--- src/segc_pkg.sv ---
// Shared types, widths, status codes and the control program of the contact search.
`default_nettype none

package segc_pkg;

   // field widths
   localparam int COORD_W = 24;
   localparam int RAD_W   = 23;
   localparam int TOL_W   = 8;
   localparam int STAT_W  = 2;

   // coordinate difference, its magnitude and the per-step quotient
   localparam int DIFF_W = COORD_W + 1;
   localparam int MAG_W  = COORD_W;
   localparam int QW     = DIFF_W;

   // squared distance widths
   localparam int SQ_W = 2 * COORD_W;
   localparam int D2_W = SQ_W + 1;

   // divider step counter
   localparam int DCNT_W = 2;

   localparam logic [TOL_W-1:0] TOL_RESET = 8'd3;

   // result status codes
   localparam logic [STAT_W-1:0] ST_HIT    = 2'd0;
   localparam logic [STAT_W-1:0] ST_INSIDE = 2'd1;
   localparam logic [STAT_W-1:0] ST_NONE   = 2'd2;

   // program step addresses
   localparam int PC_W = 4;
   localparam logic [PC_W-1:0] STEP_IDLE  = 4'd0;
   localparam logic [PC_W-1:0] STEP_PREP  = 4'd1;
   localparam logic [PC_W-1:0] STEP_RSQ   = 4'd2;
   localparam logic [PC_W-1:0] STEP_CAPH  = 4'd3;
   localparam logic [PC_W-1:0] STEP_CAPR  = 4'd4;
   localparam logic [PC_W-1:0] STEP_DIV   = 4'd5;
   localparam logic [PC_W-1:0] STEP_FIX   = 4'd6;
   localparam logic [PC_W-1:0] STEP_WALK  = 4'd7;
   localparam logic [PC_W-1:0] STEP_DRAIN = 4'd8;
   localparam logic [PC_W-1:0] STEP_OUT   = 4'd9;

   // operand select for the squarer inputs
   typedef enum logic [1:0] {
      E_WALK = 2'd0,
      E_TOL  = 2'd1,
      E_RAD  = 2'd2
   } esel_type;

   // jump conditions; a step waits until its condition holds
   typedef enum logic [2:0] {
      JC_ALWAYS    = 3'd0,
      JC_ACCEPT    = 3'd1,
      JC_DIV_LAST  = 3'd2,
      JC_WALK_LAST = 3'd3,
      JC_DRAINED   = 3'd4,
      JC_SLOT_FREE = 3'd5
   } jcond_type;

   typedef struct packed {
      logic            req_ready;
      logic            prep;
      logic            div_en;
      logic            cap_bounds;
      logic            cap_radius;
      logic            walk_init;
      logic            issue;
      logic            out_load;
      esel_type        e_sel;
      jcond_type       jump_cond;
      logic [PC_W-1:0] jump_addr;
   } ctrl_type;

   typedef struct packed {
      logic walk_last;
      logic busy;
      logic hit;
   } dp_stat_type;

   typedef struct packed {
      logic        accept;
      logic        div_last;
      logic        slot_free;
      dp_stat_type dp;
   } flags_type;

   // control program, one word per step
   function automatic ctrl_type ucode(input logic [PC_W-1:0] addr);
      ctrl_type w;
      w = '{req_ready: 1'b0, prep: 1'b0, div_en: 1'b0, cap_bounds: 1'b0,
            cap_radius: 1'b0, walk_init: 1'b0, issue: 1'b0, out_load: 1'b0,
            e_sel: E_WALK, jump_cond: JC_ALWAYS, jump_addr: STEP_IDLE};
      unique case (addr)
         STEP_IDLE: begin
            w.req_ready = 1'b1;
            w.jump_cond = JC_ACCEPT;
            w.jump_addr = STEP_PREP;
         end
         STEP_PREP: begin
            w.prep      = 1'b1;
            w.e_sel     = E_TOL;
            w.jump_addr = STEP_RSQ;
         end
         STEP_RSQ: begin
            w.e_sel     = E_RAD;
            w.div_en    = 1'b1;
            w.jump_addr = STEP_CAPH;
         end
         STEP_CAPH: begin
            w.cap_bounds = 1'b1;
            w.div_en     = 1'b1;
            w.jump_addr  = STEP_CAPR;
         end
         STEP_CAPR: begin
            w.cap_radius = 1'b1;
            w.div_en     = 1'b1;
            w.jump_addr  = STEP_DIV;
         end
         STEP_DIV: begin
            w.div_en    = 1'b1;
            w.jump_cond = JC_DIV_LAST;
            w.jump_addr = STEP_FIX;
         end
         STEP_FIX: begin
            w.walk_init = 1'b1;
            w.jump_addr = STEP_WALK;
         end
         STEP_WALK: begin
            w.issue     = 1'b1;
            w.jump_cond = JC_WALK_LAST;
            w.jump_addr = STEP_DRAIN;
         end
         STEP_DRAIN: begin
            w.jump_cond = JC_DRAINED;
            w.jump_addr = STEP_OUT;
         end
         STEP_OUT: begin
            w.out_load  = 1'b1;
            w.jump_cond = JC_SLOT_FREE;
            w.jump_addr = STEP_IDLE;
         end
         default: begin
            w.jump_addr = STEP_IDLE;
         end
      endcase
      return w;
   endfunction

endpackage

`default_nettype wire

--- src/segc_seq.sv ---
// Step counter and program ROM that sequence the contact search.
`default_nettype none

module segc_seq (
   input  logic                 clock,
   input  logic                 reset,
   input  segc_pkg::flags_type  flags,
   output segc_pkg::ctrl_type   ctrl
);
   import segc_pkg::*;

   logic [PC_W-1:0] pc_ff;
   logic [PC_W-1:0] pc_in;
   logic            go;

   // fetch the control word of the current step
   always_comb begin
      ctrl = ucode(pc_ff);
   end

   // evaluate the jump condition
   always_comb begin
      unique case (ctrl.jump_cond)
         JC_ALWAYS:    go = 1'b1;
         JC_ACCEPT:    go = flags.accept;
         JC_DIV_LAST:  go = flags.div_last;
         JC_WALK_LAST: go = flags.dp.walk_last;
         JC_DRAINED:   go = !flags.dp.busy;
         JC_SLOT_FREE: go = flags.slot_free;
         default:      go = 1'b0;
      endcase
   end

   // jump on condition, hold otherwise; a hit ends the walk at once
   always_comb begin
      pc_in = pc_ff;
      if (flags.dp.hit) begin
         pc_in = STEP_OUT;
      end else if (go) begin
         pc_in = ctrl.jump_addr;
      end
   end

   always_ff @(posedge clock) begin
      if (reset) begin
         pc_ff <= STEP_IDLE;
      end else begin
         pc_ff <= pc_in;
      end
   end

endmodule

`default_nettype wire

--- config.mk ---
export PLATFORM = sky130hd
export DESIGN_NAME = segc_seq
export DESIGN_NICKNAME = d
export VERILOG_FILES = /design/src/segc_pkg.sv /design/src/segc_seq.sv
export SDC_FILE = /design/constraint.sdc
export NUM_CORES = 1
export LEC_CHECK = 0
export BUFFER_PORTS_ARGS = -buffer_cell sky130_fd_sc_hd__buf_2
export CAP_MARGIN = 20
export CORE_AREA = 5 5 42 44
export CTS_CLUSTER_DIAMETER = 40
export CTS_CLUSTER_SIZE = 16
export DETAILED_ROUTE_END_ITERATION = 8
export DIE_AREA = 0 0 47 49
export HOLD_SLACK_MARGIN = 0.05
export PLACE_DENSITY = 0.66
export REMOVE_ABC_BUFFERS = 1
export SETUP_SLACK_MARGIN = 0.1
export SYNTH_ARGS = -nofsm -noshare
export SYNTH_HDL_FRONTEND = slang
export SYNTH_SLANG_ARGS = --single-unit
--- constraint.sdc ---
create_clock -name clock -period 1.3 [get_ports clock]
set_input_delay 0.26 -clock clock [delete_from_list [all_inputs] [get_ports clock]]
set_output_delay 0.26 -clock clock [all_outputs]
set_load 0.02 [all_outputs]
==> metrics <==
status finished, violations left; post-synthesis mux area share 6.40%; Post-DP HPWL 1050 um; Int Pwr 0.000815 W; Crit. End Element output pin; Peak VDD IR 0.895 mV; Synth Flop Type dfxtp_1; clock latency on the worst-skew pair 0.23 ns; max reg flops 4; sequential share of power 14.4%; # rows 14; total track usage 16.7%; Area after DPL 668 sq um; CTS tree yes; total wire length 1930 um; final worst slack -0.251 ns; vias in the first global route 667; DRT antenna net count 0; worst hold path class input pin to register; LEAKAGE 0.476 nW; asr flop ratio synth 0%; XOR/XNOR Fraction of Synth Area 1.87%; Regs by FF count pc_ff x4; most frequent cells in the layout 24 x buf_4, 16 x buf_6, 8 x buf_2; largest net degree at the start of global routing 9; # nets final 121; Post-synth EDFFs 0; DRC 0; simple logic cell fraction of the synthesized area 33.1%; CTS Buffer Depth 2; pin slew with the least headroom to its limit 0.318 ns; Max-cap violations 0; total power draw 0.00146 W; compound-cell area share of the yosys netlist 27.7%; Initial Utilization 33.5%; clk_skew 0.00256 ns; IO buf count 24; critical path class register to output pin; via count 667; H-tree Lvls 1; first-pass GRT wire length 2900 um; CP startpoint kind register; synthesized area 469 sq um; cts hold-fix bufs 0; DR vias/cell 5.25; switching power total 0.000642 W; largest family of logic cells by synthesized area simple AND/OR/NAND/NOR gates; Num CTS Buffers 3; Sw Ratio 44.1%; Largest Register pc_ff; root buf cell clkbuf_4; layout cell share with drive strength beyond 1 73.0%; Worst Path Required 1.04 ns; Synth Register Bits 4; Final min period 1.55 ns; DRT iter0 DRCs 23; 1st-pass router iterations 6; initial antenna violation count 0; clk slew on worst S/H paths 0.04 ns; most common cell after layout, fill and taps aside buf_4; Synthesis Warnings 0; combinational share of power 75.0%; worst rel slew slack 78.8%; Boundary Pins 25; Adder-Cell Fraction of Synth Area 0%; RSZ-0062 raised after global routing yes; post-synthesis cell count 64; clock power share 10.6%; GPL Wtd Cong 0.812; register area share after synthesis 17.1%; Die Wd 47 um; CTS Sinks 4; violated checks negative setup slack; Setup Viol. Count Final 21; post-route cell area 0.00103 sq mm; synth unique cells 27; Avg Inst Size Synth 7.33 sq um; Die Height 49 um; Hold Fails Final Rpt 0; WL per Instance 15.2 um; crit-path max FO 8; Core Area 0.00140 sq mm; antenna cells 0; final count of pins violating max slew 0; crit path DAT 1.29 ns; Remaining Overflow, GRT 0; total die area 0.00230 sq mm; Tcrit/Tclk final 119%; Layout area overhead 121%; Power per Cell Area 1410 mW/mm^2; achievable frequency 0.645 GHz
cells in the mapped netlist (2+ instances only):
library cell  n  area share [%]
nand2_1       7             5.6
nor2_1        7             5.6
nand2b_1      6             8.0
dfxtp_1       4              17
nor3_1        4             4.3
a21oi_1       3             3.2
buf_4         3             4.8
inv_1         3             2.4
mux2i_1       3             6.4
o21ai_0       3             3.2
a21o_1        2             3.2
and3_1        2             2.7
clkbuf_8      2             5.9
nand3_1       2             2.1
power groups by stage:
| stage | Sequential [W] | Clock, W | Combinational (W) |
|---|---|---|---|
| floorplan | 0.000216 | 0 | 0.000380 |
| finish | 0.000209 | 0.000155 | 0.00109 |
| global placement | 0.000203 | 0 | 0.000653 |
| CTS | 0.000198 | 0.000166 | 0.000914 |
| global route | 0.000211 | 0.000168 | 0.00115 |
| detailed placement | 0.000204 | 0 | 0.000661 |
layout make-up:
cell class | instances | area [sq um]
clock buffers | 3 | 22.5
fillers | 95 | 367
inverters | 3 | 13.8
multi-input cells | 51 | 453
flip-flops and latches | 4 | 95.1
well taps | 16 | 20.0
repair buffers | 50 | 430
worst max-delay path, cell delays in order, from the launching register on:
cell,delay [ns]
dfxtp_4,0.40
nand2_1,0.19
o21ai_1,0.20
a21o_1,0.15
buf_6,0.11
what timing repair did:
action                                  CTS  global route
setup buffers                             7             4
cloned                                    0             0
pin swaps                                 4             2
gates resized for setup                  48            23
endpoints found under the setup margin   21            21
metal layers:
| layer | GRT usage [%] | up-vias | part of all wire, % |
|---|---|---|---|
| met1 | 20.6 | 324 | 40 |
| met5 | 0 | - | 0 |
| met3 | 2.21 | 2 | 5.6 |
| met2 | 28.3 | 23 | 54 |
| met4 | 5.53 | 0 | 0.72 |
| li1 | - | 318 | - |
cell families (layout without fill, tap and decap cells):
logic type	count (synthesis)	in the layout
AOI/OAI and AO/OA	16	16
xor gates and xnor gates	1	1
buffers and inverters	9	56
DFF	4	4
muxes	3	3
and+or+nand+nor	31	31
worst paths after layout:
path                            endpoint     start  cells past startpoint  slack, ns
worst max-delay path             ctrl[4]  pc_ff[1]                      4      -0.25
worst max register to register  pc_ff[1]  pc_ff[2]                      4      -0.19
worst min-delay path            pc_ff[3]  flags[0]                      2       0.29
worst min register to register  pc_ff[2]  pc_ff[2]                      3       0.66
metrics by stage:
stage	std cells	hold WS (ns)	setup TNS [ns]	util, %	worst slack (ns)
floorplan	58	0.396	-2.17	-	-0.384
global placement	113	0.521	-0.856	47.7	-0.116
detailed placement	113	0.530	-1.07	47.7	-0.196
CTS	123	0.279	-2.68	65.3	-0.193
global route	127	0.304	-4.18	73.8	-0.303
finish	127	0.293	-3.13	73.8	-0.251
No activity file was read; power rests on OpenSTA's default activity.
