[config.mk]
export PLATFORM = sky130hd
export DESIGN_NAME = segc_dp
export DESIGN_NICKNAME = d
export VERILOG_FILES = /design/src/segc_pkg.sv /design/src/segc_dp.sv
export SDC_FILE = /design/constraint.sdc
export NUM_CORES = 2
export LEC_CHECK = 0
export BUFFER_PORTS_ARGS = -buffer_cell sky130_fd_sc_hd__clkbuf_2
export CORE_MARGIN = 3
export CORE_UTILIZATION = 60
export CTS_BUF_LIST = sky130_fd_sc_hd__clkbuf_16
export DETAILED_ROUTE_END_ITERATION = 16
export GPL_TIMING_DRIVEN = 0
export PLACE_DENSITY = 0.78
export REMOVE_ABC_BUFFERS = 1
export SETUP_SLACK_MARGIN = 0.5
export SLEW_MARGIN = 20
export SYNTH_ARGS = -nofsm -noshare
export SYNTH_HDL_FRONTEND = slang
export SYNTH_SLANG_ARGS = --single-unit
export TNS_END_PERCENT = 30
[constraint.sdc]
create_clock -name clock -period 8.49 [get_ports clock]
set_input_delay 1.698 -clock clock [delete_from_list [all_inputs] [get_ports clock]]
set_output_delay 1.698 -clock clock [all_outputs]
set_load 0.005 [all_outputs]
[src/segc_pkg.sv]
// Shared types, widths, status codes and the control program of the contact search.
`default_nettype none

package segc_pkg;

   // field widths
   localparam int COORD_W = 24;
   localparam int RAD_W   = 23;
   localparam int TOL_W   = 8;
   localparam int STAT_W  = 2;

   // coordinate difference, its magnitude and the per-step quotient
   localparam int DIFF_W = COORD_W + 1;
   localparam int MAG_W  = COORD_W;
   localparam int QW     = DIFF_W;

   // squared distance widths
   localparam int SQ_W = 2 * COORD_W;
   localparam int D2_W = SQ_W + 1;

   // divider step counter
   localparam int DCNT_W = 2;

   localparam logic [TOL_W-1:0] TOL_RESET = 8'd3;

   // result status codes
   localparam logic [STAT_W-1:0] ST_HIT    = 2'd0;
   localparam logic [STAT_W-1:0] ST_INSIDE = 2'd1;
   localparam logic [STAT_W-1:0] ST_NONE   = 2'd2;

   // program step addresses
   localparam int PC_W = 4;
   localparam logic [PC_W-1:0] STEP_IDLE  = 4'd0;
   localparam logic [PC_W-1:0] STEP_PREP  = 4'd1;
   localparam logic [PC_W-1:0] STEP_RSQ   = 4'd2;
   localparam logic [PC_W-1:0] STEP_CAPH  = 4'd3;
   localparam logic [PC_W-1:0] STEP_CAPR  = 4'd4;
   localparam logic [PC_W-1:0] STEP_DIV   = 4'd5;
   localparam logic [PC_W-1:0] STEP_FIX   = 4'd6;
   localparam logic [PC_W-1:0] STEP_WALK  = 4'd7;
   localparam logic [PC_W-1:0] STEP_DRAIN = 4'd8;
   localparam logic [PC_W-1:0] STEP_OUT   = 4'd9;

   // operand select for the squarer inputs
   typedef enum logic [1:0] {
      E_WALK = 2'd0,
      E_TOL  = 2'd1,
      E_RAD  = 2'd2
   } esel_type;

   // jump conditions; a step waits until its condition holds
   typedef enum logic [2:0] {
      JC_ALWAYS    = 3'd0,
      JC_ACCEPT    = 3'd1,
      JC_DIV_LAST  = 3'd2,
      JC_WALK_LAST = 3'd3,
      JC_DRAINED   = 3'd4,
      JC_SLOT_FREE = 3'd5
   } jcond_type;

   typedef struct packed {
      logic            req_ready;
      logic            prep;
      logic            div_en;
      logic            cap_bounds;
      logic            cap_radius;
      logic            walk_init;
      logic            issue;
      logic            out_load;
      esel_type        e_sel;
      jcond_type       jump_cond;
      logic [PC_W-1:0] jump_addr;
   } ctrl_type;

   typedef struct packed {
      logic walk_last;
      logic busy;
      logic hit;
   } dp_stat_type;

   typedef struct packed {
      logic        accept;
      logic        div_last;
      logic        slot_free;
      dp_stat_type dp;
   } flags_type;

   // control program, one word per step
   function automatic ctrl_type ucode(input logic [PC_W-1:0] addr);
      ctrl_type w;
      w = '{req_ready: 1'b0, prep: 1'b0, div_en: 1'b0, cap_bounds: 1'b0,
            cap_radius: 1'b0, walk_init: 1'b0, issue: 1'b0, out_load: 1'b0,
            e_sel: E_WALK, jump_cond: JC_ALWAYS, jump_addr: STEP_IDLE};
      unique case (addr)
         STEP_IDLE: begin
            w.req_ready = 1'b1;
            w.jump_cond = JC_ACCEPT;
            w.jump_addr = STEP_PREP;
         end
         STEP_PREP: begin
            w.prep      = 1'b1;
            w.e_sel     = E_TOL;
            w.jump_addr = STEP_RSQ;
         end
         STEP_RSQ: begin
            w.e_sel     = E_RAD;
            w.div_en    = 1'b1;
            w.jump_addr = STEP_CAPH;
         end
         STEP_CAPH: begin
            w.cap_bounds = 1'b1;
            w.div_en     = 1'b1;
            w.jump_addr  = STEP_CAPR;
         end
         STEP_CAPR: begin
            w.cap_radius = 1'b1;
            w.div_en     = 1'b1;
            w.jump_addr  = STEP_DIV;
         end
         STEP_DIV: begin
            w.div_en    = 1'b1;
            w.jump_cond = JC_DIV_LAST;
            w.jump_addr = STEP_FIX;
         end
         STEP_FIX: begin
            w.walk_init = 1'b1;
            w.jump_addr = STEP_WALK;
         end
         STEP_WALK: begin
            w.issue     = 1'b1;
            w.jump_cond = JC_WALK_LAST;
            w.jump_addr = STEP_DRAIN;
         end
         STEP_DRAIN: begin
            w.jump_cond = JC_DRAINED;
            w.jump_addr = STEP_OUT;
         end
         STEP_OUT: begin
            w.out_load  = 1'b1;
            w.jump_cond = JC_SLOT_FREE;
            w.jump_addr = STEP_IDLE;
         end
         default: begin
            w.jump_addr = STEP_IDLE;
         end
      endcase
      return w;
   endfunction

endpackage

`default_nettype wire

[src/segc_dp.sv]
// Datapath: operand capture, sample walk, squared distance pipeline and result.
`default_nettype none

module segc_dp #(
   parameter int SAMPLE_STEPS = 100
) (
   input  logic                                     clock,
   input  logic                                     reset,
   input  segc_pkg::ctrl_type                       ctrl,
   input  logic                                     accept,
   input  logic signed [segc_pkg::COORD_W-1:0]      center_x,
   input  logic signed [segc_pkg::COORD_W-1:0]      center_y,
   input  logic signed [segc_pkg::COORD_W-1:0]      first_x,
   input  logic signed [segc_pkg::COORD_W-1:0]      first_y,
   input  logic signed [segc_pkg::COORD_W-1:0]      second_x,
   input  logic signed [segc_pkg::COORD_W-1:0]      second_y,
   input  logic        [segc_pkg::RAD_W-1:0]        radius,
   input  logic        [segc_pkg::TOL_W-1:0]        tol,
   input  logic signed [segc_pkg::QW-1:0]           q0_x,
   input  logic signed [segc_pkg::QW-1:0]           q0_y,
   input  logic        [$clog2(SAMPLE_STEPS)-1:0]   r0_x,
   input  logic        [$clog2(SAMPLE_STEPS)-1:0]   r0_y,
   output logic signed [segc_pkg::DIFF_W-1:0]       diff_x,
   output logic signed [segc_pkg::DIFF_W-1:0]       diff_y,
   output segc_pkg::dp_stat_type                    stat,
   output logic signed [segc_pkg::COORD_W-1:0]      res_x,
   output logic signed [segc_pkg::COORD_W-1:0]      res_y,
   output logic        [segc_pkg::STAT_W-1:0]       res_status
);
   import segc_pkg::*;

   localparam int RW = $clog2(SAMPLE_STEPS);
   localparam int KW = $clog2(SAMPLE_STEPS);
   localparam logic [RW:0]   N_INIT = (RW+1)'(SAMPLE_STEPS);
   localparam logic [RW+1:0] TWO_N  = (RW+2)'(2 * SAMPLE_STEPS);
   localparam logic [KW-1:0] K_LAST = KW'(SAMPLE_STEPS - 1);

   // lane 0 is x, lane 1 is y
   logic signed [COORD_W-1:0] c_req [2];
   logic signed [COORD_W-1:0] f_req [2];
   logic signed [COORD_W-1:0] s_req [2];
   logic signed [QW-1:0]      q0_req [2];
   logic        [RW-1:0]      r0_req [2];

   // captured operands
   logic signed [COORD_W-1:0] c_ff [2], c_in [2];
   logic signed [COORD_W-1:0] f_ff [2], f_in [2];
   logic signed [COORD_W-1:0] s_ff [2], s_in [2];
   logic        [RAD_W-1:0]   r_ff, r_in;
   logic signed [DIFF_W-1:0]  b_ff [2], b_in [2];
   logic                      has_lo_ff, has_lo_in;

   // sample walk
   logic signed [QW-1:0] q0_ff [2], q0_in [2];
   logic        [RW-1:0] r0_ff [2], r0_in [2];
   logic signed [QW-1:0] q_ff [2], q_in [2];
   logic        [RW:0]   rm_ff [2], rm_in [2];
   logic        [KW-1:0] k_ff, k_in;

   // distance pipeline
   logic signed [DIFF_W-1:0]  e_ff [2], e_in [2];
   logic signed [COORD_W-1:0] p0_ff [2], p0_in [2];
   logic                      v0_ff, v0_in;
   logic        [SQ_W-1:0]    sq_ff [2], sq_in [2];
   logic signed [COORD_W-1:0] p1_ff [2];
   logic                      v1_ff, v1_in;
   logic        [D2_W-1:0]    d2_ff, d2_in;
   logic signed [COORD_W-1:0] p2_ff [2];
   logic                      v2_ff, v2_in;
   logic                      hit3_ff, hit3_in;
   logic                      in3_ff, in3_in;
   logic signed [COORD_W-1:0] p3_ff [2];
   logic                      v3_ff, v3_in;

   // squared bounds
   logic [SQ_W-1:0] hi2_ff, hi2_in;
   logic [SQ_W-1:0] lo2_ff, lo2_in;
   logic [SQ_W-1:0] r2_ff, r2_in;

   // result
   logic signed [COORD_W-1:0] res_x_ff, res_x_in;
   logic signed [COORD_W-1:0] res_y_ff, res_y_in;
   logic        [STAT_W-1:0]  res_st_ff, res_st_in;

   // lane arithmetic
   logic signed [DIFF_W-1:0]   diff_w [2];
   logic signed [DIFF_W-1:0]   base_w [2];
   logic signed [DIFF_W:0]     esum_w [2];
   logic signed [DIFF_W-1:0]   psum_w [2];
   logic        [RW+1:0]       tsum_w [2];
   logic        [RW+1:0]       twrap_w [2];
   logic                       carry_w [2];
   logic signed [2*DIFF_W-1:0] prod_w [2];
   logic        [DIFF_W-1:0]   rad_w;
   logic        [DIFF_W-1:0]   tol_w;
   logic                       hit_now;

   assign c_req[0]  = center_x;
   assign c_req[1]  = center_y;
   assign f_req[0]  = first_x;
   assign f_req[1]  = first_y;
   assign s_req[0]  = second_x;
   assign s_req[1]  = second_y;
   assign q0_req[0] = q0_x;
   assign q0_req[1] = q0_y;
   assign r0_req[0] = r0_x;
   assign r0_req[1] = r0_y;

   assign hit_now = v3_ff && hit3_ff;
   assign rad_w   = {2'b00, r_ff};
   assign tol_w   = {{(DIFF_W-TOL_W){1'b0}}, tol};

   // per-lane sums, carries and squares
   always_comb begin
      for (int i = 0; i < 2; i++) begin
         diff_w[i]  = DIFF_W'(f_ff[i]) - DIFF_W'(s_ff[i]);
         base_w[i]  = DIFF_W'(s_ff[i]) - DIFF_W'(c_ff[i]);
         esum_w[i]  = (DIFF_W+1)'(b_ff[i]) + (DIFF_W+1)'(q_ff[i]);
         psum_w[i]  = DIFF_W'(s_ff[i]) + q_ff[i];
         tsum_w[i]  = {1'b0, rm_ff[i]} + {1'b0, r0_ff[i], 1'b0};
         twrap_w[i] = tsum_w[i] - TWO_N;
         carry_w[i] = tsum_w[i] >= TWO_N;
         prod_w[i]  = e_ff[i] * e_ff[i];
      end
   end

   assign diff_x = diff_w[0];
   assign diff_y = diff_w[1];

   // operand capture and walk state
   always_comb begin
      r_in      = r_ff;
      has_lo_in = has_lo_ff;
      k_in      = k_ff;
      for (int i = 0; i < 2; i++) begin
         c_in[i]  = c_ff[i];
         f_in[i]  = f_ff[i];
         s_in[i]  = s_ff[i];
         b_in[i]  = b_ff[i];
         q0_in[i] = q0_ff[i];
         r0_in[i] = r0_ff[i];
         q_in[i]  = q_ff[i];
         rm_in[i] = rm_ff[i];
         if (accept) begin
            c_in[i] = c_req[i];
            f_in[i] = f_req[i];
            s_in[i] = s_req[i];
         end
         if (ctrl.prep) begin
            b_in[i] = base_w[i];
         end
         if (ctrl.walk_init) begin
            q0_in[i] = q0_req[i];
            r0_in[i] = r0_req[i];
            q_in[i]  = '0;
            rm_in[i] = N_INIT;
         end else if (ctrl.issue) begin
            q_in[i]  = q_ff[i] + q0_ff[i] + $signed({{(QW-1){1'b0}}, carry_w[i]});
            rm_in[i] = carry_w[i] ? twrap_w[i][RW:0] : tsum_w[i][RW:0];
         end
      end
      if (accept) begin
         r_in = radius;
      end
      if (ctrl.prep) begin
         has_lo_in = rad_w >= tol_w;
      end
      if (ctrl.walk_init) begin
         k_in = '0;
      end else if (ctrl.issue) begin
         k_in = k_ff + KW'(1);
      end
   end

   // distance pipeline: issue, square, sum, compare
   always_comb begin
      for (int i = 0; i < 2; i++) begin
         p0_in[i] = psum_w[i][COORD_W-1:0];
         sq_in[i] = prod_w[i][SQ_W-1:0];
      end
      unique case (ctrl.e_sel)
         E_TOL: begin
            e_in[0] = $signed(rad_w + tol_w);
            e_in[1] = $signed(rad_w - tol_w);
         end
         E_RAD: begin
            e_in[0] = $signed(rad_w);
            e_in[1] = $signed(rad_w);
         end
         default: begin
            e_in[0] = esum_w[0][DIFF_W-1:0];
            e_in[1] = esum_w[1][DIFF_W-1:0];
         end
      endcase
      v0_in   = ctrl.issue && !hit_now;
      v1_in   = v0_ff && !hit_now;
      v2_in   = v1_ff && !hit_now;
      v3_in   = v2_ff && !hit_now;
      d2_in   = {1'b0, sq_ff[0]} + {1'b0, sq_ff[1]};
      hit3_in = (d2_ff < {1'b0, hi2_ff}) && (!has_lo_ff || (d2_ff > {1'b0, lo2_ff}));
      in3_in  = d2_ff < {1'b0, r2_ff};
      hi2_in  = ctrl.cap_bounds ? sq_ff[0] : hi2_ff;
      lo2_in  = ctrl.cap_bounds ? sq_ff[1] : lo2_ff;
      r2_in   = ctrl.cap_radius ? sq_ff[0] : r2_ff;
   end

   // keep the first hit, else the latest inside sample
   always_comb begin
      res_x_in  = res_x_ff;
      res_y_in  = res_y_ff;
      res_st_in = res_st_ff;
      if (ctrl.prep) begin
         res_x_in  = '0;
         res_y_in  = '0;
         res_st_in = ST_NONE;
      end else if (hit_now) begin
         res_x_in  = p3_ff[0];
         res_y_in  = p3_ff[1];
         res_st_in = ST_HIT;
      end else if (v3_ff && in3_ff) begin
         res_x_in  = p3_ff[0];
         res_y_in  = p3_ff[1];
         res_st_in = ST_INSIDE;
      end
   end

   always_ff @(posedge clock) begin
      if (reset) begin
         v0_ff <= 1'b0;
         v1_ff <= 1'b0;
         v2_ff <= 1'b0;
         v3_ff <= 1'b0;
      end else begin
         v0_ff <= v0_in;
         v1_ff <= v1_in;
         v2_ff <= v2_in;
         v3_ff <= v3_in;
      end
      for (int i = 0; i < 2; i++) begin
         c_ff[i]  <= c_in[i];
         f_ff[i]  <= f_in[i];
         s_ff[i]  <= s_in[i];
         b_ff[i]  <= b_in[i];
         q0_ff[i] <= q0_in[i];
         r0_ff[i] <= r0_in[i];
         q_ff[i]  <= q_in[i];
         rm_ff[i] <= rm_in[i];
         e_ff[i]  <= e_in[i];
         p0_ff[i] <= p0_in[i];
         sq_ff[i] <= sq_in[i];
         p1_ff[i] <= p0_ff[i];
         p2_ff[i] <= p1_ff[i];
         p3_ff[i] <= p2_ff[i];
      end
      r_ff      <= r_in;
      has_lo_ff <= has_lo_in;
      k_ff      <= k_in;
      d2_ff     <= d2_in;
      hit3_ff   <= hit3_in;
      in3_ff    <= in3_in;
      hi2_ff    <= hi2_in;
      lo2_ff    <= lo2_in;
      r2_ff     <= r2_in;
      res_x_ff  <= res_x_in;
      res_y_ff  <= res_y_in;
      res_st_ff <= res_st_in;
   end

   assign stat.walk_last = k_ff == K_LAST;
   assign stat.busy      = v0_ff || v1_ff || v2_ff;
   assign stat.hit       = hit_now;
   assign res_x          = res_x_ff;
   assign res_y          = res_y_ff;
   assign res_status     = res_st_ff;

endmodule

`default_nettype wire

==> results.yml <==
cts:
  cts_buffers: 97
  cts-root-buf: "clkbuf_16"
  cts.htree.levels: 3
  numClockSinks: 935
  clock_latency_ns: 0.73
  cts_buffer_depth: 3
  clk_pin_slew_ns: 0.06
  cts_tree: "done"
setup_path:
  path_max_fanout: 24
  setup.worst_path.end_class: "register"
  cp.arrival_ns: 8.37
  worst-setup-path-type: "register to register"
  crit_required_ns: 9.13
  critPathLaunchType: "register"
routing:
  drcViolationCount: 0
  routedWlPerCell_microns: 19.0
  final_antenna_net_count: 0
  vias: 58400
  wl_mm: 198
  drt_iter0_drc: 3358
  firstDrtPassIters: 5
  viasPerCell: 5.59
finish:
  nets: 10700
  fillers: 10500
  final_area_sq_mm: 0.0913
  layout-drive-gt1-share: 0.0756
  syn_to_final_growth_pct: 8.65
  finalNonFillerCells: 10500
sta:
  hold-worst-slack_ns: 0.293
  fin_crit_sh: 0.911
  relSlewSlack: 0.246
  finalSetupViolations: 0
  slew_violations: 0
  worst_pin_slew_ns: 1.13
  clock_skew_ns: 0.0901
  rsz0062_at_grt: "yes"
  hold_viol_final: 0
  fmax_mhz: 129
  min_period_ns: 7.73
grt:
  met3_usage: 0.0506
  met1_usage: 0.350
  grt_pass1_wl_mm: 323
  grt-busiest-layer: "met2"
  grt_overflow_total: 0
  track_usage: 0.279
  grt_max_degree: 92
  antenna_found_initial: 20
  grt_pass1_vias: 63100
  use_met2: 0.481
synth:
  synth_top_family_by_area: "adder cells"
  ys_top_cells_by_count: "inv_1 (1737), fa_1 (1197), ha_1 (753)"
  synth_most_common_cell: "inv_1"
  ys_ff_latch: 935
  synth_top_area_share: 0.285
  synth_area_sq_mm: 0.0841
  synthXorXnorAreaFrac: 0.0414
  synth-edff-count: 423
  synth_compound_area_frac: 0.0970
  syn_area_per_cell_sq_um: 10.2
  synthAdderAreaFrac: 0.397
  postSynthCellCount: 8218
  muxShareOfSynthArea: 0.00601
  synth_simple_gate_area_share: 0.0984
  synth_ff_type: "dfxtp_1"
  ys_warn_count: 0
  ys_top_cells_by_area: "fa_1 (29%), edfxtp_1 (15%), dfxtp_1 (12%), ha_1 (11%), inv_1 (7.8%)"
  synth_area_leader_cell: "fa_1"
  synth.distinct_cells: 92
  yosysSeqAreaShare: 0.273
  async_flop_share: 0
die:
  start_util: 0.608
  die_width_microns: 380
  die_h_microns: 380
  ios: 362
  core_sq_mm: 0.138
  die_area_sq_mm: 0.145
  num_rows: 136
place:
  dp_cells: 10200
  portBuffers: 351
  gp_congestion: 0.931
  dpl_cell_area_sq_mm: 0.0878
  hpwlAfterDp_mm: 156
job:
  cap_violations: 0
hold_path:
  hold_class: "register to register"
run_status:
  status: "finished clean"
## cell families after synthesis
family,Yosys count
and+or+nand+nor,1701
xor gates and xnor gates,397
AOI/OAI and AO/OA,1239
buffers and inverters,1946
muxes,50
adders and majority gates,1950
DFF,935
## sequential cells by signal, summed over array words and instances (netlist names), 49 cells and up
name   flops
e_ff      50
d2_ff     49
sq_ff     94
q_ff      50
q0_ff     50
b_ff      50
## cells in the final DEF, fill, tap and decap left out, drive strengths merged, types with 40 or more instances in the layout
cell type	n
inv	1776
fa	1197
ha	753
nand2	606
dfxtp	512
clkbuf	452
edfxtp	423
a21oi	396
nor2	315
xnor2	282
and2	260
a21o	205
o21ai	198
xor2	115
nor2b	95
nor3	79
nand3	76
nand2b	71
o21a	70
a211oi	56
o21bai	53
nand4	51
mux2i	46
clkinv	40
## per-stage QoR
step	util	worst slack [ns]	setup TNS [ns]
final	0.660	0.759	0
after global routing	0.660	0.451	0
after CTS	0.658	0.493	0
after detailed placement	0.635	-0.328	-0.843
after global placement	0.632	-0.158	-0.253
after floorplan	-	1.33	0
## layout make-up
cell class,count,area [sq um],share of cell area
Clock inverter,82,642,0.00703
Multi-Input combinational cell,5337,53900,0.590
Sequential cell,935,23100,0.253
Clock buffer,102,2550,0.0279
Timing Repair Buffer,375,2250,0.0246
Inverter,1742,6550,0.0718
Antenna cell,15,37.5,0.000411
Tap cell,1863,2330,0.0255
## per-layer routing
| layer | up-vias | wire (microns) |
|---|---|---|
| li1 | 26900 | - |
| met1 | 29000 | 78200 |
| met2 | 1999 | 97700 |
| met3 | 490 | 14100 |
| met4 | 14 | 8460 |
| met5 | - | 92 |
## critical path, stage by stage, from the launching register on
cell and delay [ns]:
dfxtp_2 0.77, inv_1 0.31, nor2_1 0.31, fa_1 0.49, fa_1 0.49, fa_1 0.54, inv_1 0.06, fa_1 0.51
inv_1 0.06, fa_1 0.50, fa_1 0.52, inv_1 0.05, fa_1 0.52, inv_1 0.05, ha_1 0.37, a21oi_1 0.16
o21bai_1 0.08, a21oi_1 0.20, a2bb2oi_1 0.19, o211ai_1 0.16, a21oi_2 0.30, o21ai_2 0.12, a221o_1 0.42, a221oi_2 0.26
xnor2_1 0.18
## worst paths after layout
path | from | endpoint | slack (ns) | cells past startpoint
max | e_ff[0][45] | sq_ff[0][95] | 0.76 | 24
min | p1_ff[0][39] | p2_ff[0][39] | 0.29 | 0
min reg2reg | p1_ff[0][39] | p2_ff[0][39] | 0.29 | 0
max reg2reg | e_ff[0][45] | sq_ff[0][95] | 0.76 | 24
## timing repair
action / CTS / global route
gates resized for setup: 11 / 45
hold buffers: 0 / 0
buffers inserted: 0 / 11
setup endpoints to repair: 22 / 21
Power is left out: the tool's default activity adds up to more than one toggle a clock period on the data nets, which glitch-free logic cannot reach.
