===== config.mk =====
export PLATFORM = sky130hd
export DESIGN_NAME = segc_div
export DESIGN_NICKNAME = d
export VERILOG_FILES = /design/src/segc_pkg.sv /design/src/segc_div.sv
export SDC_FILE = /design/constraint.sdc
export NUM_CORES = 1
export LEC_CHECK = 0
export BUFFER_PORTS_ARGS = -buffer_cell sky130_fd_sc_hd__buf_2
export CAP_MARGIN = 20
export CORE_MARGIN = 2
export CORE_UTILIZATION = 65
export DETAILED_ROUTE_END_ITERATION = 16
export PLACE_DENSITY = 0.84
export SLEW_MARGIN = 20
export SYNTH_ARGS = -nofsm -noshare
export SYNTH_HDL_FRONTEND = slang
export SYNTH_SLANG_ARGS = --single-unit

===== constraint.sdc =====
create_clock -name clock -period 8.6 [get_ports clock]
set_input_delay 0.86 -clock clock [delete_from_list [all_inputs] [get_ports clock]]
set_output_delay 0.86 -clock clock [all_outputs]
set_load 0.01 [all_outputs]

===== src/segc_pkg.sv =====
// Shared types, widths, status codes and the control program of the contact search.
`default_nettype none

package segc_pkg;

   // field widths
   localparam int COORD_W = 24;
   localparam int RAD_W   = 23;
   localparam int TOL_W   = 8;
   localparam int STAT_W  = 2;

   // coordinate difference, its magnitude and the per-step quotient
   localparam int DIFF_W = COORD_W + 1;
   localparam int MAG_W  = COORD_W;
   localparam int QW     = DIFF_W;

   // squared distance widths
   localparam int SQ_W = 2 * COORD_W;
   localparam int D2_W = SQ_W + 1;

   // divider step counter
   localparam int DCNT_W = 2;

   localparam logic [TOL_W-1:0] TOL_RESET = 8'd3;

   // result status codes
   localparam logic [STAT_W-1:0] ST_HIT    = 2'd0;
   localparam logic [STAT_W-1:0] ST_INSIDE = 2'd1;
   localparam logic [STAT_W-1:0] ST_NONE   = 2'd2;

   // program step addresses
   localparam int PC_W = 4;
   localparam logic [PC_W-1:0] STEP_IDLE  = 4'd0;
   localparam logic [PC_W-1:0] STEP_PREP  = 4'd1;
   localparam logic [PC_W-1:0] STEP_RSQ   = 4'd2;
   localparam logic [PC_W-1:0] STEP_CAPH  = 4'd3;
   localparam logic [PC_W-1:0] STEP_CAPR  = 4'd4;
   localparam logic [PC_W-1:0] STEP_DIV   = 4'd5;
   localparam logic [PC_W-1:0] STEP_FIX   = 4'd6;
   localparam logic [PC_W-1:0] STEP_WALK  = 4'd7;
   localparam logic [PC_W-1:0] STEP_DRAIN = 4'd8;
   localparam logic [PC_W-1:0] STEP_OUT   = 4'd9;

   // operand select for the squarer inputs
   typedef enum logic [1:0] {
      E_WALK = 2'd0,
      E_TOL  = 2'd1,
      E_RAD  = 2'd2
   } esel_type;

   // jump conditions; a step waits until its condition holds
   typedef enum logic [2:0] {
      JC_ALWAYS    = 3'd0,
      JC_ACCEPT    = 3'd1,
      JC_DIV_LAST  = 3'd2,
      JC_WALK_LAST = 3'd3,
      JC_DRAINED   = 3'd4,
      JC_SLOT_FREE = 3'd5
   } jcond_type;

   typedef struct packed {
      logic            req_ready;
      logic            prep;
      logic            div_en;
      logic            cap_bounds;
      logic            cap_radius;
      logic            walk_init;
      logic            issue;
      logic            out_load;
      esel_type        e_sel;
      jcond_type       jump_cond;
      logic [PC_W-1:0] jump_addr;
   } ctrl_type;

   typedef struct packed {
      logic walk_last;
      logic busy;
      logic hit;
   } dp_stat_type;

   typedef struct packed {
      logic        accept;
      logic        div_last;
      logic        slot_free;
      dp_stat_type dp;
   } flags_type;

   // control program, one word per step
   function automatic ctrl_type ucode(input logic [PC_W-1:0] addr);
      ctrl_type w;
      w = '{req_ready: 1'b0, prep: 1'b0, div_en: 1'b0, cap_bounds: 1'b0,
            cap_radius: 1'b0, walk_init: 1'b0, issue: 1'b0, out_load: 1'b0,
            e_sel: E_WALK, jump_cond: JC_ALWAYS, jump_addr: STEP_IDLE};
      unique case (addr)
         STEP_IDLE: begin
            w.req_ready = 1'b1;
            w.jump_cond = JC_ACCEPT;
            w.jump_addr = STEP_PREP;
         end
         STEP_PREP: begin
            w.prep      = 1'b1;
            w.e_sel     = E_TOL;
            w.jump_addr = STEP_RSQ;
         end
         STEP_RSQ: begin
            w.e_sel     = E_RAD;
            w.div_en    = 1'b1;
            w.jump_addr = STEP_CAPH;
         end
         STEP_CAPH: begin
            w.cap_bounds = 1'b1;
            w.div_en     = 1'b1;
            w.jump_addr  = STEP_CAPR;
         end
         STEP_CAPR: begin
            w.cap_radius = 1'b1;
            w.div_en     = 1'b1;
            w.jump_addr  = STEP_DIV;
         end
         STEP_DIV: begin
            w.div_en    = 1'b1;
            w.jump_cond = JC_DIV_LAST;
            w.jump_addr = STEP_FIX;
         end
         STEP_FIX: begin
            w.walk_init = 1'b1;
            w.jump_addr = STEP_WALK;
         end
         STEP_WALK: begin
            w.issue     = 1'b1;
            w.jump_cond = JC_WALK_LAST;
            w.jump_addr = STEP_DRAIN;
         end
         STEP_DRAIN: begin
            w.jump_cond = JC_DRAINED;
            w.jump_addr = STEP_OUT;
         end
         STEP_OUT: begin
            w.out_load  = 1'b1;
            w.jump_cond = JC_SLOT_FREE;
            w.jump_addr = STEP_IDLE;
         end
         default: begin
            w.jump_addr = STEP_IDLE;
         end
      endcase
      return w;
   endfunction

endpackage

`default_nettype wire


===== src/segc_div.sv =====
// Floor division of one segment delta by the sample count through a reciprocal multiply.
`default_nettype none

module segc_div #(
   parameter int SAMPLE_STEPS = 100
) (
   input  logic                                     clock,
   input  logic                                     reset,
   input  logic                                     start,
   input  logic                                     div_step,
   input  logic signed [segc_pkg::DIFF_W-1:0]       diff,
   output logic signed [segc_pkg::QW-1:0]           q0,
   output logic        [$clog2(SAMPLE_STEPS)-1:0]   r0,
   output logic                                     last
);
   import segc_pkg::*;

   localparam int RW  = $clog2(SAMPLE_STEPS);
   localparam int SH  = MAG_W + RW;
   localparam int M_W = MAG_W + 1;
   localparam int P_W = MAG_W + M_W;
   localparam int NQ_W = MAG_W + RW + 1;
   localparam logic [RW:0] N_W = (RW+1)'(SAMPLE_STEPS);
   // ceil(2^SH / N) gives an exact quotient for every magnitude below 2^MAG_W
   localparam longint RECIP_L =
      ((longint'(1) << SH) + longint'(SAMPLE_STEPS) - 1) / longint'(SAMPLE_STEPS);
   localparam logic [M_W-1:0] RECIP = M_W'(RECIP_L);

   // divider steps
   localparam logic [DCNT_W-1:0] CNT_MUL  = DCNT_W'(0);
   localparam logic [DCNT_W-1:0] CNT_QUO  = DCNT_W'(1);
   localparam logic [DCNT_W-1:0] CNT_REM  = DCNT_W'(2);
   localparam logic [DCNT_W-1:0] CNT_DONE = DCNT_W'(3);

   logic [MAG_W-1:0]  mag_ff, mag_in;
   logic [P_W-1:0]    prod_ff, prod_in;
   logic [MAG_W-1:0]  quo_ff, quo_in;
   logic [RW-1:0]     rem_ff, rem_in;
   logic              neg_ff, neg_in;
   logic [DCNT_W-1:0] cnt_ff, cnt_in;

   logic [DIFF_W-1:0] abs_w;
   logic [P_W-1:0]    prod_w;
   logic [MAG_W-1:0]  quo_w;
   logic [NQ_W-1:0]   qn_w;
   logic [MAG_W-1:0]  rem_w;
   logic [RW:0]       rneg_w;

   // multiply by the reciprocal, take the quotient, then the remainder
   always_comb begin
      abs_w  = diff[DIFF_W-1] ? (~diff + DIFF_W'(1)) : diff;
      prod_w = P_W'(mag_ff) * P_W'(RECIP);
      quo_w  = MAG_W'(prod_ff >> SH);
      qn_w   = NQ_W'(quo_ff) * NQ_W'(N_W);
      rem_w  = mag_ff - qn_w[MAG_W-1:0];

      mag_in  = mag_ff;
      prod_in = prod_ff;
      quo_in  = quo_ff;
      rem_in  = rem_ff;
      neg_in  = neg_ff;
      cnt_in  = cnt_ff;
      if (start) begin
         mag_in = abs_w[MAG_W-1:0];
         neg_in = diff[DIFF_W-1];
         cnt_in = '0;
      end else if (div_step) begin
         cnt_in = cnt_ff + DCNT_W'(1);
         if (cnt_ff == CNT_MUL) begin
            prod_in = prod_w;
         end
         if (cnt_ff == CNT_QUO) begin
            quo_in = quo_w;
         end
         if (cnt_ff == CNT_REM) begin
            rem_in = rem_w[RW-1:0];
         end
      end
   end

   // turn the magnitude quotient into floor quotient and non-negative remainder
   always_comb begin
      rneg_w = N_W - {1'b0, rem_ff};
      if (neg_ff && (rem_ff != '0)) begin
         q0 = $signed(~{1'b0, quo_ff});
         r0 = rneg_w[RW-1:0];
      end else if (neg_ff) begin
         q0 = $signed(QW'(0) - {1'b0, quo_ff});
         r0 = '0;
      end else begin
         q0 = $signed({1'b0, quo_ff});
         r0 = rem_ff;
      end
      last = cnt_ff == CNT_DONE;
   end

   always_ff @(posedge clock) begin
      if (reset) begin
         cnt_ff <= '0;
      end else begin
         cnt_ff <= cnt_in;
      end
      mag_ff  <= mag_in;
      prod_ff <= prod_in;
      quo_ff  <= quo_in;
      rem_ff  <= rem_in;
      neg_ff  <= neg_in;
   end

endmodule

`default_nettype wire


==> results by group, run 1 <==
Synth
  • Synth warn: 0
  • Asr flop ratio synth: 0%
  • Post-synthesis mux area share: 0.0767%
  • Adder-cell share of the synthesized area: 56.2%
  • Synth top area cells: fa_1 31%, ha_1 25%, edfxtp_1 16%
  • Number of synthesized flops with an enable pin: 68
  • Simple-gate share of the synthesized area: 5.36%
  • Number of synthesized register bits: 70
  • Yosys top cell area share: 31.0%
  • Post-Syn Instances: 1,243
  • Most area-hungry cell type in the Yosys netlist: fa_1
  • Sequential-to-total area share from yosys stat: 15.9%
  • Area of the mapped netlist: 13,100 um2
  • Main combinational cell family by area after synthesis: adder cells
  • Top post-synthesis cells by count: 341 x inv_1, 263 x ha_1, 202 x fa_1, 68 x edfxtp_1, 55 x xnor2_1
  • Yosys cell types: 50
  • Most used DFF post-synth: edfxtp_1
  • Avg Cell Area, Syn: 10.5 um2
  • Most frequent cell after synthesis: inv_1
  • Synth Area in XOR/XNOR: 4.70%
  • Post-synthesis compound-gate area fraction: 7.37%
  • Syn nets: 1,737

Outcome
  • Outcome: complete, no violations

Floorplan
  • FP Rows: 51
  • Die height: 146 um
  • Die width: 146 um
  • Initial core utilization: 66.6%
  • Core area: 19,600 um2
  • Full die area: 21,200 um2
  • IO Pins: 62

Flow run
  • Max cap viols: 0

Detailed routing
  • Drt pass-1 iters: 4
  • Antenna viol nets, final: 0
  • Initial DRC Count: 604
  • Highest metal used: met4
  • Routed length per instance: 19.1 um
  • Drc violations: 0
  • Vias: 8,909
  • Vias per Instance: 5.66
  • WL met1: 12.0 mm
  • Routed wire length: 30.0 mm
  • Routed wl met3: 2.70 mm
  • Routed wl met2: 14.2 mm

Clocking
  • Post-CTS Hold Buffers: 0
  • Post-CTS Resized: 0
  • CTS max path bufs: 2
  • Skew-Pair Late Insertion Delay: 360 ps
  • CTS root buffer: clkbuf_16
  • Number of CTS-inserted buffers: 9
  • CTS tree: yes
  • Postcts setup bufs: 0
  • Clock slew at reported path FFs: 70 ps
  • H-tree levels: 3
  • Clk sinks: 70

Timing
  • Max Clock Freq: 138 MHz
  • Unrepaired setup endpoints after global routing: false
  • Slew Viols, Final: 0
  • Fin. Hold Viols: 0
  • Fin crit period: 7260 ps
  • Worst Tran Pin Value: 905 ps
  • Skew final: 16.0 ps
  • Rel. slew slack: 39.7%
  • Setup violators final: 0
  • Final period utilization: 84.4%
  • Setup TNS: 0 ps

Layout
  • Area delta synth->final: 6.56%
  • # fillers: 1,343
  • Area of the multi-input gates: 9620 um2
  • Finished Layout Cells: 1,574
  • Storage element area: 2080 um2
  • N_diodes: 0
  • Layout cell share with drive strength beyond 1: 6.88%
  • Layout net count: 1,798

Worst hold path
  • Worst min path class: flip-flop to flip-flop
  • Hold wc startpoint: prod_ff[46]$_DFFE_PP_
  • Min-Delay Path Depth: 0
  • Hold EP: quo_ff[15]$_DFFE_PP_

Placed design
  • Half-perimeter wire length after placement: 26.2 mm
  • PortBufs: 61
  • Global placer's final weighted congestion: 1.00
  • Placed cell count: 1,558

Global routing
  • Global-route usage over all layers: 29.7%
  • First-pass GRT wire length: 48.7 mm
  • Vias in the first global route: 9,719
  • Initial antenna violation count: 0
  • Largest net degree at the start of global routing: 31
  • GRT Residual Overflow: 0

Setup path
  • CP max stage cell: edfxtp_1
  • Setup crit start kind: flip-flop
  • Crit. End Element: flip-flop
  • Reg2reg end: prod_ff[48]$_DFFE_PP_
  • Most frequent CP cell: fa_1
  • R2r setup slk: 1340 ps
  • Critical path arrival: 7350 ps
  • Critical path's largest stage delay: 550 ps
  • Worst R2R Path Depth: 22
  • FF-to-FF Start: mag_ff[7]$_DFFE_PP_
  • Worst-path fanout max: 8
  • Req. time, crit path: 8700 ps
  • Worst-path cell chain: inv_1, fa_1, inv_1, fa_1, inv_1, fa_1, inv_1, fa_1, fa_1, fa_1, inv_1, fa_1, inv_1, ha_1, a21oi_1, o21ai_0, a311o_1, a221o_1, o21ai_0, o211ai_1, a211oi_1, xnor2_1
  • Worst Setup Path Type: flip-flop to flip-flop
## cell families after synthesis
group           count (synthesis)
simple gates                  135
mux                             1
compound gates                149
flops                          70
buf+inv                       353
xor+xnor                       70
fa+ha+maj                     465
## cell usage in the layout, fill, tap and decap left out, types with 2 or more instances in the layout
cell,netlist,routed
inv_1,341,341
ha_1,263,263
fa_1,202,202
edfxtp_1,68,68
buf_2,0,61
xnor2_1,55,55
nand2_1,44,44
o21ai_0,39,39
a21oi_1,37,37
nor2_1,21,21
a21o_1,20,20
xor2_1,15,15
nand3_1,13,13
nor3_1,10,10
clkbuf_16,0,9
a211oi_1,8,8
nand4_1,8,8
and3_1,8,8
o31ai_1,8,8
o41ai_1,6,6
a31oi_1,6,6
or4_1,6,6
and2_1,5,5
o211ai_1,5,5
or2_2,4,4
or3_1,4,4
o21bai_1,4,4
nor2b_1,4,4
nand2b_1,3,3
o21a_1,3,3
clkinvlp_4,0,3
or4_4,2,2
inv_6,0,2
inv_8,0,2
dfxtp_1,2,2
## per-stage QoR
step | utilization [%] | hold WS, ps | setup WS (ps) | instance area (um2)
final | 71.0 | 416 | 1340 | 13900
after global routing | 71.0 | 423 | 1110 | 13900
after CTS | 71.0 | 415 | 1350 | 13900
after detailed placement | 69.6 | 405 | 1370 | 13600
after global placement | 69.6 | 401 | 1530 | 13600
after floorplan | - | 400 | 1930 | 13100
## flip-flops by register name, summed over array words and instances (netlist names)
signal / cells
cnt_ff: 2
mag_ff: 24
neg_ff: 1
prod_ff: 18
quo_ff: 18
rem_ff: 7
## cell type report
cell class	instances	share of cell area [%]
Clock buffer	9	1.62
Clock inverter	7	0.450
Inverter	341	9.20
Multi-Input combinational cell	820	69.1
Sequential cell	70	15.0
Tap cell	265	2.38
Timing Repair Buffer	62	2.25
## worst max-delay path, delay by kind of cell, from the launching register on
family	cells	cell delay [ps]
compound gates	7	1950
flops	1	550
fa+ha+maj	8	3960
buf+inv	6	440
xor+xnor	1	100
## worst max-delay path by stage
stage / startpoint / endpoint / slack (ps) / cells after the start
2_1_floorplan: mag_ff[7]$_DFFE_PP_ / prod_ff[48]$_DFFE_PP_ / 1930 / 22
3_3_place_gp: mag_ff[7]$_DFFE_PP_ / prod_ff[48]$_DFFE_PP_ / 1530 / 22
3_5_place_dp: mag_ff[7]$_DFFE_PP_ / prod_ff[48]$_DFFE_PP_ / 1370 / 22
4_1_cts: mag_ff[7]$_DFFE_PP_ / prod_ff[48]$_DFFE_PP_ / 1350 / 22
5_1_grt: mag_ff[7]$_DFFE_PP_ / prod_ff[48]$_DFFE_PP_ / 1110 / 22
6_report: mag_ff[7]$_DFFE_PP_ / prod_ff[48]$_DFFE_PP_ / 1340 / 22
## per-layer routing
layer / vias up / GRT usage (%)
met3: 72 / 7.37
met5: - / 0
met4: 0 / 11.7
met2: 383 / 49.0
li1: 4124 / -
met1: 4330 / 37.8
Power of run 1 is left out: the tool's default activity adds up to more than one toggle a clock period on the data nets, which glitch-free logic cannot reach.
==> run 2: changes to the inputs <==
ABC_AREA = 1   (was unset)
CORE_UTILIZATION = 59   (was 65)
PLACE_DENSITY = 0.8   (was 0.84)
clock period = 6.6 ns   (was 8.6 ns; I/O delays follow)
==> run 2 against run 1 <==
Net effect: global-route usage increased by 4.2 points; highest routed layer unchanged; first-iteration DRC count increased by 75%; clock-buffer cell count unchanged; critical endpoint is now prod_ff[32]$_DFFE_PP_; sequential cell count unchanged; non-clock buffer count increased by 18; area after synthesis increased by 15%.
==> results by group, run 2 <==
Worst hold path
  • Worst min path class: flip-flop to flip-flop

Synth
  • Avg Cell Area, Syn: 8.23 um2 (-22%)
  • Synth warn: 0 (unchanged)
  • Most used DFF post-synth: edfxtp_1
  • Yosys top cell area share: 27.0% (-4.0 points)
  • Post-synthesis compound-gate area fraction: 3.05% (-4.3 points)
  • Most area-hungry cell type in the Yosys netlist: fa_1
  • Number of synthesized register bits: 70 (unchanged)
  • Synth top area cells: fa_1 27%, ha_1 22%, edfxtp_1 14%
  • Adder-cell share of the synthesized area: 49.0% (-7.2 points)
  • Number of synthesized flops with an enable pin: 68 (unchanged)
  • Asr flop ratio synth: 0% (unchanged)
  • Main combinational cell family by area after synthesis: adder cells
  • Post-Syn Instances: 1,818 (+46%)
  • Synth Area in XOR/XNOR: 3.04% (-1.7 points)
  • Area of the mapped netlist: 15,000 um2 (+15%)
  • Syn nets: 2,312 (+33%)
  • Top post-synthesis cells by count: 527 x inv_1, 371 x nand2_1, 263 x ha_1, 202 x fa_1, 119 x nor2_1
  • Most frequent cell after synthesis: inv_1
  • Sequential-to-total area share from yosys stat: 13.9% (-2.0 points)
  • Yosys cell types: 42 (-16%)
  • Simple-gate share of the synthesized area: 17.2% (+12 points)
  • Post-synthesis mux area share: 0% (-0.077 points)

Timing
  • Worst Tran Pin Value: 785 ps (-121 ps)
  • Final setup margin: 266 ps (-1080 ps)
  • Setup violators final: 0 (unchanged)
  • Setup TNS: 0 ps (unchanged)
  • Unrepaired setup endpoints after global routing: false
  • Fin. Hold Viols: 0 (unchanged)
  • Skew final: 13.9 ps (-2.11 ps)
  • Fin crit period: 6330 ps (-924 ps)
  • Max Clock Freq: 158 MHz (+15%)
  • Final period utilization: 96.0% (+12 points)
  • Slew Viols, Final: 0 (unchanged)
  • Rel. slew slack: 47.7% (+8.0 points)

Detailed routing
  • Vias: 11,900 (+34%)
  • Vias per Instance: 5.33 (-5.9%)
  • Drc violations: 0 (unchanged)
  • Routed length per instance: 18.8 um (-1.2%)
  • Antenna viol nets, final: 0 (unchanged)
  • Routed wire length: 42.1 mm (+40%)
  • Initial DRC Count: 1,054 (+75%)
  • Drt pass-1 iters: 5 (+1)

Layout
  • Reg with most FFs: mag_ff
  • Max reg flops: 24 (unchanged)
  • Area delta synth->final: 7.52%
  • Layout net count: 2,393 (+33%)
  • Biggest regs: mag_ff (24), prod_ff (18), quo_ff (18)
  • # fillers: 2,119 (+58%)
  • Most common cell after layout, fill and taps aside: inv_1
  • Most frequent cells in the layout: 527 x inv_1, 371 x nand2_1, 263 x ha_1, 202 x fa_1, 119 x nor2_1
  • N_diodes: 0 (unchanged)
  • Core Util, Final: 64.3% (-6.7 points)
  • Layout cell share with drive strength beyond 1: 7.25% (+0.37 points)

Global routing
  • Vias in the first global route: 12,000 (+23%)
  • Largest net degree at the start of global routing: 29 (-6.5%)
  • Global-route usage over all layers: 33.9% (+4.2 points)
  • First-pass GRT wire length: 67.2 mm (+38%)
  • GRT Residual Overflow: 0 (unchanged)
  • Initial antenna violation count: 0 (unchanged)

Setup path
  • Critical path arrival: 6460 ps (-890 ps)
  • Worst Setup Path Type: flip-flop to flip-flop
  • Setup crit start kind: flip-flop
  • Worst-path fanout max: 6 (-2)
  • Req. time, crit path: 6730 ps (-1970 ps)
  • Crit. End Element: flip-flop

Floorplan
  • Core area: 25,000 um2 (+28%)
  • Die height: 163 um (+12%)
  • IO Pins: 62 (unchanged)
  • Die width: 163 um (+12%)
  • Initial core utilization: 59.8% (-6.9 points)
  • Full die area: 26,700 um2 (+26%)
  • FP Rows: 58 (+14%)

Outcome
  • Outcome: complete, no violations

Placed design
  • Global placer's final weighted congestion: 1.07 (+6.2%)
  • Place WS: 431 ps (-943 ps)
  • PortBufs: 61 (unchanged)
  • Half-perimeter wire length after placement: 36.9 mm (+41%)

Clocking
  • Postcts setup bufs: 0 (unchanged)
  • Post-CTS Resized: 0 (unchanged)
  • Clk sinks: 70 (unchanged)
  • Skew-Pair Late Insertion Delay: 360 ps (about the same)
  • Post-CTS Hold Buffers: 0 (unchanged)
  • CTS max path bufs: 2 (unchanged)
  • CTS root buffer: clkbuf_16
  • H-tree levels: 3 (unchanged)
  • Clock slew at reported path FFs: 60 ps (about the same)
  • Number of CTS-inserted buffers: 9 (unchanged)
  • CTS tree: yes

Flow run
  • Max cap viols: 0 (unchanged)
run 2: cell count changes in the layout (fill, tap and decap cells not counted), sizes merged, moves of 10 or more:
cell,delta
xnor2,-39
nand2,+335
xor2,+21
a21o,-19
o31ai,-10
nor2,+112
o21ai,-17
nand3,+39
inv,+190
buf,+18
run 2: path summary, 6_finish.rpt:
| path | startpoint | endpoint | slack [ps] | depth (start not counted) |
|---|---|---|---|---|
| hold / removal | prod_ff[32]$_DFFE_PP_ | quo_ff[1]$_DFFE_PP_ | 430 | 0 |
| setup / recovery | mag_ff[9]$_DFFE_PP_ | prod_ff[32]$_DFFE_PP_ | 270 | 21 |
| setup reg to reg | mag_ff[9]$_DFFE_PP_ | prod_ff[32]$_DFFE_PP_ | 270 | 21 |
| hold reg to reg | prod_ff[32]$_DFFE_PP_ | quo_ff[1]$_DFFE_PP_ | 430 | 0 |
run 2: worst max-delay path, cell delays in order (launching register included):
cell and delay [ps]:
edfxtp_1 590, fa_1 650, inv_1 110, fa_1 380, inv_1 80, fa_1 420, fa_1 490, fa_1 530
fa_1 650, inv_1 90, fa_1 540, inv_1 40, ha_1 300, nand2_1 150, nor2_1 240, nand2_1 130
inv_1 90, nand2_1 70, inv_1 70, nand2_1 50, nand2_1 110, xor2_1 330
run 2: per-stage QoR:
step / hold slack (ps) / instance area [um2] / cells
2_1_floorplan: 400 / 15000 / 1818
3_3_place_gp: 402 / 15800 / 2218
3_5_place_dp: 412 / 15800 / 2218
4_1_cts: 427 / 16100 / 2234
5_1_grt: 428 / 16100 / 2234
6_report: 428 / 16100 / 2234
run 2: layout make-up:
| cell class | instances | area, um2 | area share [%] |
|---|---|---|---|
| clock inverter | 7 | 105 | 0.653 |
| multi-input combinational | 1205 | 10800 | 67.2 |
| inverter | 533 | 2000 | 12.4 |
| timing repair buffer | 80 | 448 | 2.78 |
| clock buffer | 9 | 225 | 1.40 |
| sequential | 70 | 2080 | 12.9 |
| tap | 330 | 413 | 2.57 |
run 2: cells by family (layout without fill, tap and decap cells):
kind of cell	after synthesis	count (layout)
XOR/XNOR	52	52
AO/OA/AOI/OAI	80	80
buffers and inverters	543	629
AND/OR/NAND/NOR	608	608
adder cells (fa/ha/maj)	465	465
flip-flops	70	70
run 2: routing by layer:
layer,part of all wire [%],vias to the layer above,global-route usage (%)
li1,-,5627,-
met1,42,5655,46.2
met2,46,514,53.1
met3,7.3,106,5.99
met4,5.3,0,15.1
met5,0,-,0
Power of run 2 is left out for the same reason.
